## src/design/fsfd_pkg.sv

```systemverilog
// Types, constants and the CRC-8 step function for the flow sensor frame decoder.
// No dependencies.
package fsfd_pkg;

    localparam int FRAME_BYTES = 9;
    localparam int POS_W       = 4;

    // byte positions inside one frame
    localparam logic [POS_W-1:0] POS_FLOW_HI   = 4'd0;
    localparam logic [POS_W-1:0] POS_FLOW_LO   = 4'd1;
    localparam logic [POS_W-1:0] POS_FLOW_CRC  = 4'd2;
    localparam logic [POS_W-1:0] POS_TEMP_HI   = 4'd3;
    localparam logic [POS_W-1:0] POS_TEMP_LO   = 4'd4;
    localparam logic [POS_W-1:0] POS_STAT_HI   = 4'd6;
    localparam logic [POS_W-1:0] POS_STAT_LO   = 4'd7;
    localparam logic [POS_W-1:0] POS_LAST      = 4'(FRAME_BYTES - 1);

    localparam logic [7:0] CRC_POLY = 8'h31;
    localparam logic [7:0] CRC_INIT = 8'hFF;

    localparam int FLOW_W = 20;
    localparam int TEMP_W = 19;
    localparam int WORD_W = 16;

    // flow scaling: (raw + 24576) * 100 / 17, divide done by reciprocal
    localparam int               SUM_W       = 18;
    localparam logic [SUM_W-1:0] FLOW_OFFSET = 18'd24576;
    localparam int               MAG_W       = 23;
    localparam logic [MAG_W-1:0] FLOW_SCALE  = 23'd100;
    localparam logic [MAG_W-1:0] DIV_RECIP   = 23'd7895161;  // ceil(2^27 / 17)
    localparam int               DIV_SHIFT   = 27;
    localparam int               PROD_W      = 2 * MAG_W;

    // APB register map
    localparam int   PADDR_W       = 3;
    localparam logic REG_CRC_CHECK = 1'b0;

    typedef struct packed {
        logic [WORD_W-1:0] flow_word;
        logic [WORD_W-1:0] temp_word;
        logic [WORD_W-1:0] status_word;
        logic              crc_good;
    } t_frame;

    function automatic logic [7:0] crc8_byte(input logic [7:0] crc, input logic [7:0] b);
        logic [7:0] c;
        c = crc ^ b;
        for (int i = 0; i < 8; i++) begin
            c = c[7] ? ((c << 1) ^ CRC_POLY) : (c << 1);
        end
        return c;
    endfunction

endpackage

```

## src/design/flow_sensor_frame_decoder_top.sv

```systemverilog
// Flow sensor frame decoder: one byte per cycle, one result per nine-byte frame.
// Each frame's record passes the queue, then the 4-stage scaling pipe, before it is valid.
// Throughput: one byte and one scaled record per cycle while the output is not stalled.
// Input ready drops only when the frame queue is full behind a stalled output.
// Synchronous active-low reset clears position, CRC, queue and pipe valids; CRC check on.
// Depends on fsfd_pkg, fsfd_front, fsfd_queue, fsfd_back.
module flow_sensor_frame_decoder_top #(
    parameter int QUEUE_DEPTH = 2
) (
    input  logic                                i_clk,
    input  logic                                i_rst_n,
    input  logic                                i_in_valid,
    output logic                                o_in_ready,
    input  logic                                i_frame_start,
    input  logic [7:0]                          i_data_byte,
    output logic                                o_out_valid,
    input  logic                                i_out_ready,
    output logic signed [fsfd_pkg::FLOW_W-1:0]  o_flow_milli,
    output logic signed [fsfd_pkg::TEMP_W-1:0]  o_temp_milli,
    output logic signed [fsfd_pkg::WORD_W-1:0]  o_status_word,
    output logic                                o_crc_good,
    input  logic                                psel,
    input  logic                                penable,
    input  logic                                pwrite,
    input  logic [fsfd_pkg::PADDR_W-1:0]        paddr,
    input  logic [31:0]                         pwdata,
    output logic [31:0]                         prdata,
    output logic                                pready
);

    logic               r_crc_check_enable;
    logic               cfg_wr;
    logic               push, pop, q_empty, q_full;
    fsfd_pkg::t_frame   front_frame, head_frame;

    assign pready = 1'b1;
    assign cfg_wr = psel && penable && pwrite && pready
                    && (paddr[2] == fsfd_pkg::REG_CRC_CHECK);
    assign prdata = (paddr[2] == fsfd_pkg::REG_CRC_CHECK) ? {31'b0, r_crc_check_enable}
                                                          : 32'b0;

    always_ff @(posedge i_clk) begin
        if (!i_rst_n) begin
            r_crc_check_enable <= 1'b1;
        end else if (cfg_wr) begin
            r_crc_check_enable <= pwdata[0];
        end
    end

    fsfd_front u_front (
        .i_clk              (i_clk),
        .i_rst_n            (i_rst_n),
        .i_in_valid         (i_in_valid),
        .o_in_ready         (o_in_ready),
        .i_frame_start      (i_frame_start),
        .i_data_byte        (i_data_byte),
        .i_crc_check_enable (r_crc_check_enable),
        .i_queue_full       (q_full),
        .o_push             (push),
        .o_frame            (front_frame)
    );

    fsfd_queue #(
        .DEPTH (QUEUE_DEPTH)
    ) u_queue (
        .i_clk   (i_clk),
        .i_rst_n (i_rst_n),
        .i_push  (push),
        .i_frame (front_frame),
        .i_pop   (pop),
        .o_frame (head_frame),
        .o_empty (q_empty),
        .o_full  (q_full)
    );

    fsfd_back u_back (
        .i_clk         (i_clk),
        .i_rst_n       (i_rst_n),
        .i_frame       (head_frame),
        .i_frame_valid (!q_empty),
        .o_pop         (pop),
        .o_out_valid   (o_out_valid),
        .i_out_ready   (i_out_ready),
        .o_flow_milli  (o_flow_milli),
        .o_temp_milli  (o_temp_milli),
        .o_status_word (o_status_word),
        .o_crc_good    (o_crc_good)
    );

endmodule

```

## src/design/fsfd_front.sv

```systemverilog
// Front end: takes bytes, tracks frame position, runs the flow CRC, assembles words.
// Pushes one t_frame record per complete frame. Uses fsfd_pkg.
module fsfd_front (
    input  logic                  i_clk,
    input  logic                  i_rst_n,
    input  logic                  i_in_valid,
    output logic                  o_in_ready,
    input  logic                  i_frame_start,
    input  logic [7:0]            i_data_byte,
    input  logic                  i_crc_check_enable,
    input  logic                  i_queue_full,
    output logic                  o_push,
    output fsfd_pkg::t_frame      o_frame
);

    logic [fsfd_pkg::POS_W-1:0]  r_pos, n_pos, pos;
    logic [15:0]                 r_flow, n_flow;
    logic [15:0]                 r_temp, n_temp;
    logic [7:0]                  r_stat_hi, n_stat_hi;
    logic [15:0]                 r_status, n_status;
    logic [7:0]                  r_crc, n_crc;
    logic                        r_matched, n_matched;
    logic                        accept;

    assign o_in_ready = !i_queue_full;
    assign accept     = i_in_valid && o_in_ready;

    always_comb begin
        pos = (i_frame_start || (r_pos >= fsfd_pkg::POS_W'(fsfd_pkg::FRAME_BYTES)))
              ? fsfd_pkg::POS_FLOW_HI : r_pos;
        n_pos     = r_pos;
        n_flow    = r_flow;
        n_temp    = r_temp;
        n_stat_hi = r_stat_hi;
        n_status  = r_status;
        n_crc     = r_crc;
        n_matched = r_matched;
        if (accept) begin
            case (pos)
                fsfd_pkg::POS_FLOW_HI: begin
                    n_flow    = {i_data_byte, 8'h00};
                    n_crc     = fsfd_pkg::crc8_byte(fsfd_pkg::CRC_INIT, i_data_byte);
                    n_matched = 1'b0;
                end
                fsfd_pkg::POS_FLOW_LO: begin
                    n_flow = {r_flow[15:8], i_data_byte};
                    n_crc  = fsfd_pkg::crc8_byte(r_crc, i_data_byte);
                end
                fsfd_pkg::POS_FLOW_CRC: n_matched = (r_crc == i_data_byte);
                fsfd_pkg::POS_TEMP_HI:  n_temp    = {i_data_byte, 8'h00};
                fsfd_pkg::POS_TEMP_LO:  n_temp    = {r_temp[15:8], i_data_byte};
                fsfd_pkg::POS_STAT_HI:  n_stat_hi = i_data_byte;
                fsfd_pkg::POS_STAT_LO:  n_status  = {r_stat_hi, i_data_byte};
                default: ;
            endcase
            n_pos = (pos == fsfd_pkg::POS_LAST) ? fsfd_pkg::POS_FLOW_HI
                                                : pos + fsfd_pkg::POS_W'(1);
        end
    end

    always_ff @(posedge i_clk) begin
        if (!i_rst_n) begin
            r_pos     <= '0;
            r_flow    <= '0;
            r_temp    <= '0;
            r_stat_hi <= '0;
            r_status  <= '0;
            r_crc     <= fsfd_pkg::CRC_INIT;
            r_matched <= 1'b0;
        end else begin
            r_pos     <= n_pos;
            r_flow    <= n_flow;
            r_temp    <= n_temp;
            r_stat_hi <= n_stat_hi;
            r_status  <= n_status;
            r_crc     <= n_crc;
            r_matched <= n_matched;
        end
    end

    // check mode is sampled with the ninth byte
    assign o_push              = accept && (pos == fsfd_pkg::POS_LAST);
    assign o_frame.flow_word   = r_flow;
    assign o_frame.temp_word   = r_temp;
    assign o_frame.status_word = r_status;
    assign o_frame.crc_good    = r_matched || !i_crc_check_enable;

endmodule

```

## src/design/fsfd_queue.sv

```systemverilog
// Short register queue of t_frame records between front and back end.
// Uses fsfd_pkg.
module fsfd_queue #(
    parameter int DEPTH = 2
) (
    input  logic             i_clk,
    input  logic             i_rst_n,
    input  logic             i_push,
    input  fsfd_pkg::t_frame i_frame,
    input  logic             i_pop,
    output fsfd_pkg::t_frame o_frame,
    output logic             o_empty,
    output logic             o_full
);

    localparam int PTR_W = (DEPTH > 1) ? $clog2(DEPTH) : 1;
    localparam int CNT_W = $clog2(DEPTH + 1);

    fsfd_pkg::t_frame   r_mem [DEPTH];
    logic [PTR_W-1:0]   r_wr, n_wr;
    logic [PTR_W-1:0]   r_rd, n_rd;
    logic [CNT_W-1:0]   r_cnt, n_cnt;
    logic               do_push, do_pop;

    assign o_empty = (r_cnt == '0);
    assign o_full  = (r_cnt == CNT_W'(DEPTH));
    assign do_push = i_push && !o_full;
    assign do_pop  = i_pop && !o_empty;
    assign o_frame = r_mem[r_rd];

    always_comb begin
        n_wr  = r_wr;
        n_rd  = r_rd;
        n_cnt = r_cnt;
        if (do_push) begin
            n_wr = (r_wr == PTR_W'(DEPTH - 1)) ? '0 : r_wr + PTR_W'(1);
        end
        if (do_pop) begin
            n_rd = (r_rd == PTR_W'(DEPTH - 1)) ? '0 : r_rd + PTR_W'(1);
        end
        if (do_push && !do_pop) begin
            n_cnt = r_cnt + CNT_W'(1);
        end else if (do_pop && !do_push) begin
            n_cnt = r_cnt - CNT_W'(1);
        end
    end

    always_ff @(posedge i_clk) begin
        if (!i_rst_n) begin
            r_wr  <= '0;
            r_rd  <= '0;
            r_cnt <= '0;
        end else begin
            r_wr  <= n_wr;
            r_rd  <= n_rd;
            r_cnt <= n_cnt;
        end
    end

    always_ff @(posedge i_clk) begin
        if (do_push) begin
            r_mem[r_wr] <= i_frame;
        end
    end

endmodule

```

## src/design/fsfd_back.sv

```systemverilog
// Back end: four-stage scaling pipeline from t_frame record to result word.
// Flow divide by 17 uses a reciprocal multiply. Uses fsfd_pkg.
module fsfd_back (
    input  logic                                i_clk,
    input  logic                                i_rst_n,
    input  fsfd_pkg::t_frame                    i_frame,
    input  logic                                i_frame_valid,
    output logic                                o_pop,
    output logic                                o_out_valid,
    input  logic                                i_out_ready,
    output logic signed [fsfd_pkg::FLOW_W-1:0]  o_flow_milli,
    output logic signed [fsfd_pkg::TEMP_W-1:0]  o_temp_milli,
    output logic signed [fsfd_pkg::WORD_W-1:0]  o_status_word,
    output logic                                o_crc_good
);

    localparam int SUM_W  = fsfd_pkg::SUM_W;
    localparam int MAG_W  = fsfd_pkg::MAG_W;
    localparam int PROD_W = fsfd_pkg::PROD_W;
    localparam int Q_W    = PROD_W - fsfd_pkg::DIV_SHIFT;
    localparam int TEMP_W = fsfd_pkg::TEMP_W;
    localparam int WORD_W = fsfd_pkg::WORD_W;
    localparam int FLOW_W = fsfd_pkg::FLOW_W;

    logic                 en;
    logic                 r_v1, r_v2, r_v3, r_v4;

    // per-stage payload
    logic [WORD_W-1:0]    r1_abs;
    logic                 r1_neg, r2_neg, r3_neg;
    logic [TEMP_W-1:0]    r1_temp, r2_temp, r3_temp;
    logic [WORD_W-1:0]    r1_stat, r2_stat, r3_stat;
    logic                 r1_crc, r2_crc, r3_crc;
    logic [MAG_W-1:0]     r2_mag;
    logic [PROD_W-1:0]    r3_prod;
    logic [FLOW_W-1:0]    r4_flow;
    logic [TEMP_W-1:0]    r4_temp;
    logic [WORD_W-1:0]    r4_stat;
    logic                 r4_crc;

    logic [SUM_W-1:0]     sum;
    logic [SUM_W-1:0]     sum_abs;
    logic [TEMP_W-1:0]    temp_ext;
    logic [Q_W-1:0]       quot;

    // whole pipe moves together; stalls only when the result is held
    assign en    = !r_v4 || i_out_ready;
    assign o_pop = en && i_frame_valid;

    assign sum      = {{(SUM_W - WORD_W){i_frame.flow_word[WORD_W-1]}}, i_frame.flow_word}
                      + fsfd_pkg::FLOW_OFFSET;
    assign sum_abs  = sum[SUM_W-1] ? (~sum + SUM_W'(1)) : sum;
    assign temp_ext = {{(TEMP_W - WORD_W){i_frame.temp_word[WORD_W-1]}}, i_frame.temp_word};
    assign quot     = r3_prod[PROD_W-1:fsfd_pkg::DIV_SHIFT];

    always_ff @(posedge i_clk) begin
        if (!i_rst_n) begin
            r_v1 <= 1'b0;
            r_v2 <= 1'b0;
            r_v3 <= 1'b0;
            r_v4 <= 1'b0;
        end else if (en) begin
            r_v1 <= i_frame_valid;
            r_v2 <= r_v1;
            r_v3 <= r_v2;
            r_v4 <= r_v3;
        end
    end

    always_ff @(posedge i_clk) begin
        if (en) begin
            // stage 1: offset, magnitude, temp * 5
            r1_abs  <= sum_abs[WORD_W-1:0];
            r1_neg  <= sum[SUM_W-1];
            r1_temp <= temp_ext + (temp_ext << 2);
            r1_stat <= i_frame.status_word;
            r1_crc  <= i_frame.crc_good;
            // stage 2: times 100
            r2_mag  <= {{(MAG_W - WORD_W){1'b0}}, r1_abs} * fsfd_pkg::FLOW_SCALE;
            r2_neg  <= r1_neg;
            r2_temp <= r1_temp;
            r2_stat <= r1_stat;
            r2_crc  <= r1_crc;
            // stage 3: reciprocal of 17
            r3_prod <= {{MAG_W{1'b0}}, r2_mag} * {{MAG_W{1'b0}}, fsfd_pkg::DIV_RECIP};
            r3_neg  <= r2_neg;
            r3_temp <= r2_temp;
            r3_stat <= r2_stat;
            r3_crc  <= r2_crc;
            // stage 4: restore sign (truncation toward zero)
            r4_flow <= r3_neg ? (~{1'b0, quot} + FLOW_W'(1)) : {1'b0, quot};
            r4_temp <= r3_temp;
            r4_stat <= r3_stat;
            r4_crc  <= r3_crc;
        end
    end

    assign o_out_valid   = r_v4;
    assign o_flow_milli  = r4_flow;
    assign o_temp_milli  = r4_temp;
    assign o_status_word = r4_stat;
    assign o_crc_good    = r4_crc;

endmodule

```

## config.mk

```make
export PLATFORM = sky130hd
export DESIGN_NAME = flow_sensor_frame_decoder_top
export DESIGN_NICKNAME = d
export VERILOG_FILES = /design/src/design/fsfd_pkg.sv /design/src/design/flow_sensor_frame_decoder_top.sv /design/src/design/fsfd_front.sv /design/src/design/fsfd_queue.sv /design/src/design/fsfd_back.sv
export SDC_FILE = /design/constraint.sdc
export NUM_CORES = 1
export LEC_CHECK = 0
export ABC_AREA = 0
export BUFFER_PORTS_ARGS = -buffer_cell sky130_fd_sc_hd__buf_2
export CORE_ASPECT_RATIO = 1.5
export CORE_MARGIN = 10
export CORE_UTILIZATION = 41
export DETAILED_ROUTE_END_ITERATION = 6
export PLACE_DENSITY_LB_ADDON = 0.05
export RECOVER_POWER = 100
export REMOVE_ABC_BUFFERS = 1
export SLEW_MARGIN = 30
export SYNTH_ARGS = -nofsm -noshare
export SYNTH_HDL_FRONTEND = slang
export SYNTH_SLANG_ARGS = --single-unit
export TNS_END_PERCENT = 10
```

## constraint.sdc

```tcl
create_clock -name i_clk -period 7.5 [get_ports i_clk]
set_clock_uncertainty 0.1 [all_clocks]
set_input_delay 0.375 -clock i_clk [delete_from_list [all_inputs] [get_ports i_clk]]
set_output_delay 0.375 -clock i_clk [all_outputs]
set_load 0.02 [all_outputs]
```

==> metrics.md <==
| Metric | Value |
|---|---|
| Status | `finished with violations` |
| Failing checks | `capacitance limit, slew limit` |
| Slowest cell on the critical path | `fa_1` |
| I/O Pins | `142` |
| Worst Path Buf+Inv | `4` |
| Avg Inst Size Synth | `12.4 µm²` |
| Layout area overhead | `9.59%` |
| Register area share after synthesis | `47.0%` |
| #FFs+latches synth | `400` |
| Port Buf Inserts | `76` |
| Routed len/inst | `17.3 µm` |
| Via count | `13800` |
| Core area | `57800 µm²` |
| Die W | `217 µm` |
| Crit Path Category | `reg -> reg` |
| Vias in the first global route | `15000` |
| Post-synthesis instance area | `23900 µm²` |
| EDFF count, synth | `321` |
| Main flop type after synthesis | `edfxtp_1` |
| RR Endpoint | `u_back.r3_prod[42]` |
| R2r setup slk | `580 ps` |
| Layout cell share with drive strength beyond 1 | `5.91%` |
| Crit-path max cell delay | `570 ps` |
| Die Ht | `316 µm` |
| Worst-Margin Slew | `3290 ps` |
| H-tree depth | `2` |
| Final WS setup | `584 ps` |
| CP cell instances | `fa_1 -> fa_1 -> inv_1 -> fa_1 -> fa_1 -> inv_1 -> fa_1 -> fa_1 -> inv_1 -> fa_1 -> inv_1 -> ha_1 -> a21o_1 -> a31oi_1 -> nand3b_1 -> a31oi_1 -> nor3_1 -> a2111oi_0 -> a211oi_1` |
| Critical Path RT | `7710 ps` |
| Initial DRC count | `552` |
| Async SR Flop Fraction | `0%` |
| Most frequent CP cell | `fa_1` |
| FF-to-FF path depth | `19` |
| Largest delay share family, worst path | `adder cells` |
| Global route overflow | `0` |
| Fmax | `0.145 GHz` |
| Max_slew headroom | `-120%` |
| Gpl congestion | `0.866` |
| Synth cell types | `70` |
| # DRC | `0` |
| First-pass GRT wire length | `79400 µm` |
| CP Launch Type | `register` |
| Crit. End Element | `register` |
| RSZ-0062 raised after global routing | `no` |
| All-Layer GR Usage | `14.6%` |
| Area occupied by multi-input gates | `11300 µm²` |
| Remaining antenna violation count | `0` |
| R2r startpoint | `u_back.r2_mag[20]` |
| Post-Route Utilization | `45.2%` |
| Final setup viols | `0` |
| Clock Sinks | `400` |
| Pre-CTS setup slack | `516 ps` |
| Hold Path Class | `in -> reg` |
| Clock Tree Root | `clkbuf_16` |
| Antenna Cells | `0` |
| Layout Nets | `2456` |
| CTS Buf Count | `40` |
| Worst Setup SP | `u_back.r2_mag[20]` |
| Initial core utilization | `41.3%` |
| Synth Instances | `1932` |
| Avg Vias per Cell | `4.89` |
| Clk buf depth | `3` |
| Final min period | `6920 ps` |
| Final worst-path cycle share | `92.2%` |
| Final WL | `48700 µm` |
| TritonCTS clock tree | `done` |
| FP Rows | `108` |
| CTS clk-pin slew, worst paths | `60 ps` |
| Initial antenna violation count | `1` |
| Max Slew Vio Count | `390` |
| Hold Violations, Final | `0` |
| Die area | `68500 µm²` |
| Crit. path cell count | `19` |
| First-pass DRT Iterations | `4` |
| Post-detail-place hpwl | `37500 µm` |
| Sequential Area | `11200 µm²` |
| Hold slack | `49.6 ps` |
| Setup TNS | `0 ps` |
| Arrival time worst endpoint | `7130 ps` |
| Crit-path max FO | `6` |
| Max-cap viol count | `8` |
| Largest net degree at the start of global routing | `83` |
| Yosys warning count | `0` |
| # Post-CTS Setup Buffers | `0` |
| CP endpoint | `u_back.r3_prod[42]` |
| Clk_lat worst skew | `590 ps` |
| Fillers | `5446` |
==> stage by stage <==
stage | cells | area (µm²)
floorplan | 1890 | 23600
global placement | 2743 | 25000
detailed placement | 2743 | 25000
CTS | 2817 | 26300
global route | 2817 | 26200
finish | 2817 | 26200
==> layer usage <==
metal	vias to the layer above	global-route usage (%)	wire length, µm
li1	6816	-	-
met1	6682	15.7	19000
met2	206	28.0	26600
met3	72	2.42	1630
met4	2	5.27	1490
met5	-	0	7
==> kinds of logic after synthesis <==
| kind of cell | synth area share (%) |
|---|---|
| AOI/OAI and AO/OA | 7.59 |
| xor gates and xnor gates | 4.22 |
| adders and majority gates | 24.7 |
| buffers and inverters | 6.06 |
| DFF | 47.0 |
| muxes | 3.30 |
| other | 0.0315 |
| and+or+nand+nor | 7.12 |
==> synth_stat cells (all sizes together), types with 3 or more instances <==
cell type / n / area, µm²
edfxtp: 321 / 9640
inv: 278 / 1040
ha: 252 / 3150
fa: 137 / 2740
nand2: 116 / 435
dfxtp: 79 / 1580
xnor2: 75 / 657
a21oi: 56 / 284
nor2: 52 / 200
buf: 45 / 303
xor2: 40 / 350
a21boi: 39 / 293
o21ai: 39 / 195
mux2: 38 / 428
mux2i: 36 / 360
nor2b: 35 / 219
nand3: 30 / 150
clkbuf: 27 / 101
a21o: 22 / 165
nor3: 18 / 90.1
a211oi: 15 / 113
nand2b: 13 / 81.3
and2: 12 / 75.1
a22oi: 11 / 82.6
o211ai: 11 / 82.6
a31oi: 10 / 62.6
o21a: 10 / 75.1
o31ai: 10 / 80.1
or2: 10 / 62.6
or3: 10 / 62.6
and3: 9 / 56.3
nand4: 6 / 37.5
nor3b: 6 / 45.0
nor4: 6 / 37.5
a2111oi: 5 / 62.6
a311oi: 5 / 61.3
o21bai: 5 / 37.5
o31a: 5 / 43.8
and4: 4 / 35.0
nand4b: 3 / 26.3
o41ai: 3 / 26.3
or4: 3 / 22.5
==> state kept, by name, summed over array words and instances (netlist names), 19 cells and up, named ones only <==
| register | flops |
|---|---|
| u_back.r3_prod | 19 |
| u_back.r3_temp | 19 |
| u_back.o_temp_milli | 19 |
| u_back.o_flow_milli | 20 |
| u_back.r2_mag | 21 |
| u_back.r2_temp | 19 |
| u_queue.r_mem | 98 |
| u_back.r1_temp | 19 |
==> layout make-up <==
cell class | count | area share, %
Multi-Input combinational cell | 1212 | 43.2
Clock inverter | 23 | 0.751
Timing Repair Buffer | 84 | 1.33
Clock buffer | 50 | 4.20
Tap cell | 770 | 3.68
Inverter | 278 | 3.99
Sequential cell | 400 | 42.9
==> what timing repair did <==
item	CTS	global route
setup endpoints to repair	0	0
gates resized for setup	0	0
hold buffers	1	0
endpoints found under the hold margin	1	0
==> cell usage in the layout, fill, tap and decap left out, types with 36 or more instances in the layout <==
| cell | Yosys | final |
|---|---|---|
| nor2_1 | 50 | 52 |
| a21oi_1 | 55 | 56 |
| ha_1 | 252 | 252 |
| a21boi_0 | 5 | 38 |
| inv_1 | 278 | 277 |
| xor2_1 | 40 | 40 |
| clkbuf_1 | 27 | 68 |
| mux2i_1 | 36 | 36 |
| clkbuf_16 | 0 | 41 |
| dfxtp_1 | 79 | 79 |
| xnor2_1 | 75 | 75 |
| edfxtp_1 | 321 | 321 |
| fa_1 | 137 | 137 |
| nand2_1 | 116 | 116 |
==> how the worst min path moves through the flow <==
stage                            start                 endpoint  cells past startpoint
floorplan                u_back.r3_crc        u_back.o_crc_good                      0
global placement    u_back.r2_temp[16]       u_back.r3_temp[16]                      0
detailed placement  u_back.r3_temp[10]  u_back.o_temp_milli[10]                      0
CTS                             pwrite       r_crc_check_enable                      4
global route                    pwrite       r_crc_check_enable                      4
finish                     i_out_ready              u_back.r_v3                      4
==> worst min-delay path, cell delays in order <==
cell	delay [ps]
buf_2	70
nor2b_1	80
nand2_1	70
a21boi_0	60
Power is not shown: default switching activity piles up to over one toggle a cycle in this logic, so the estimate is an artifact.
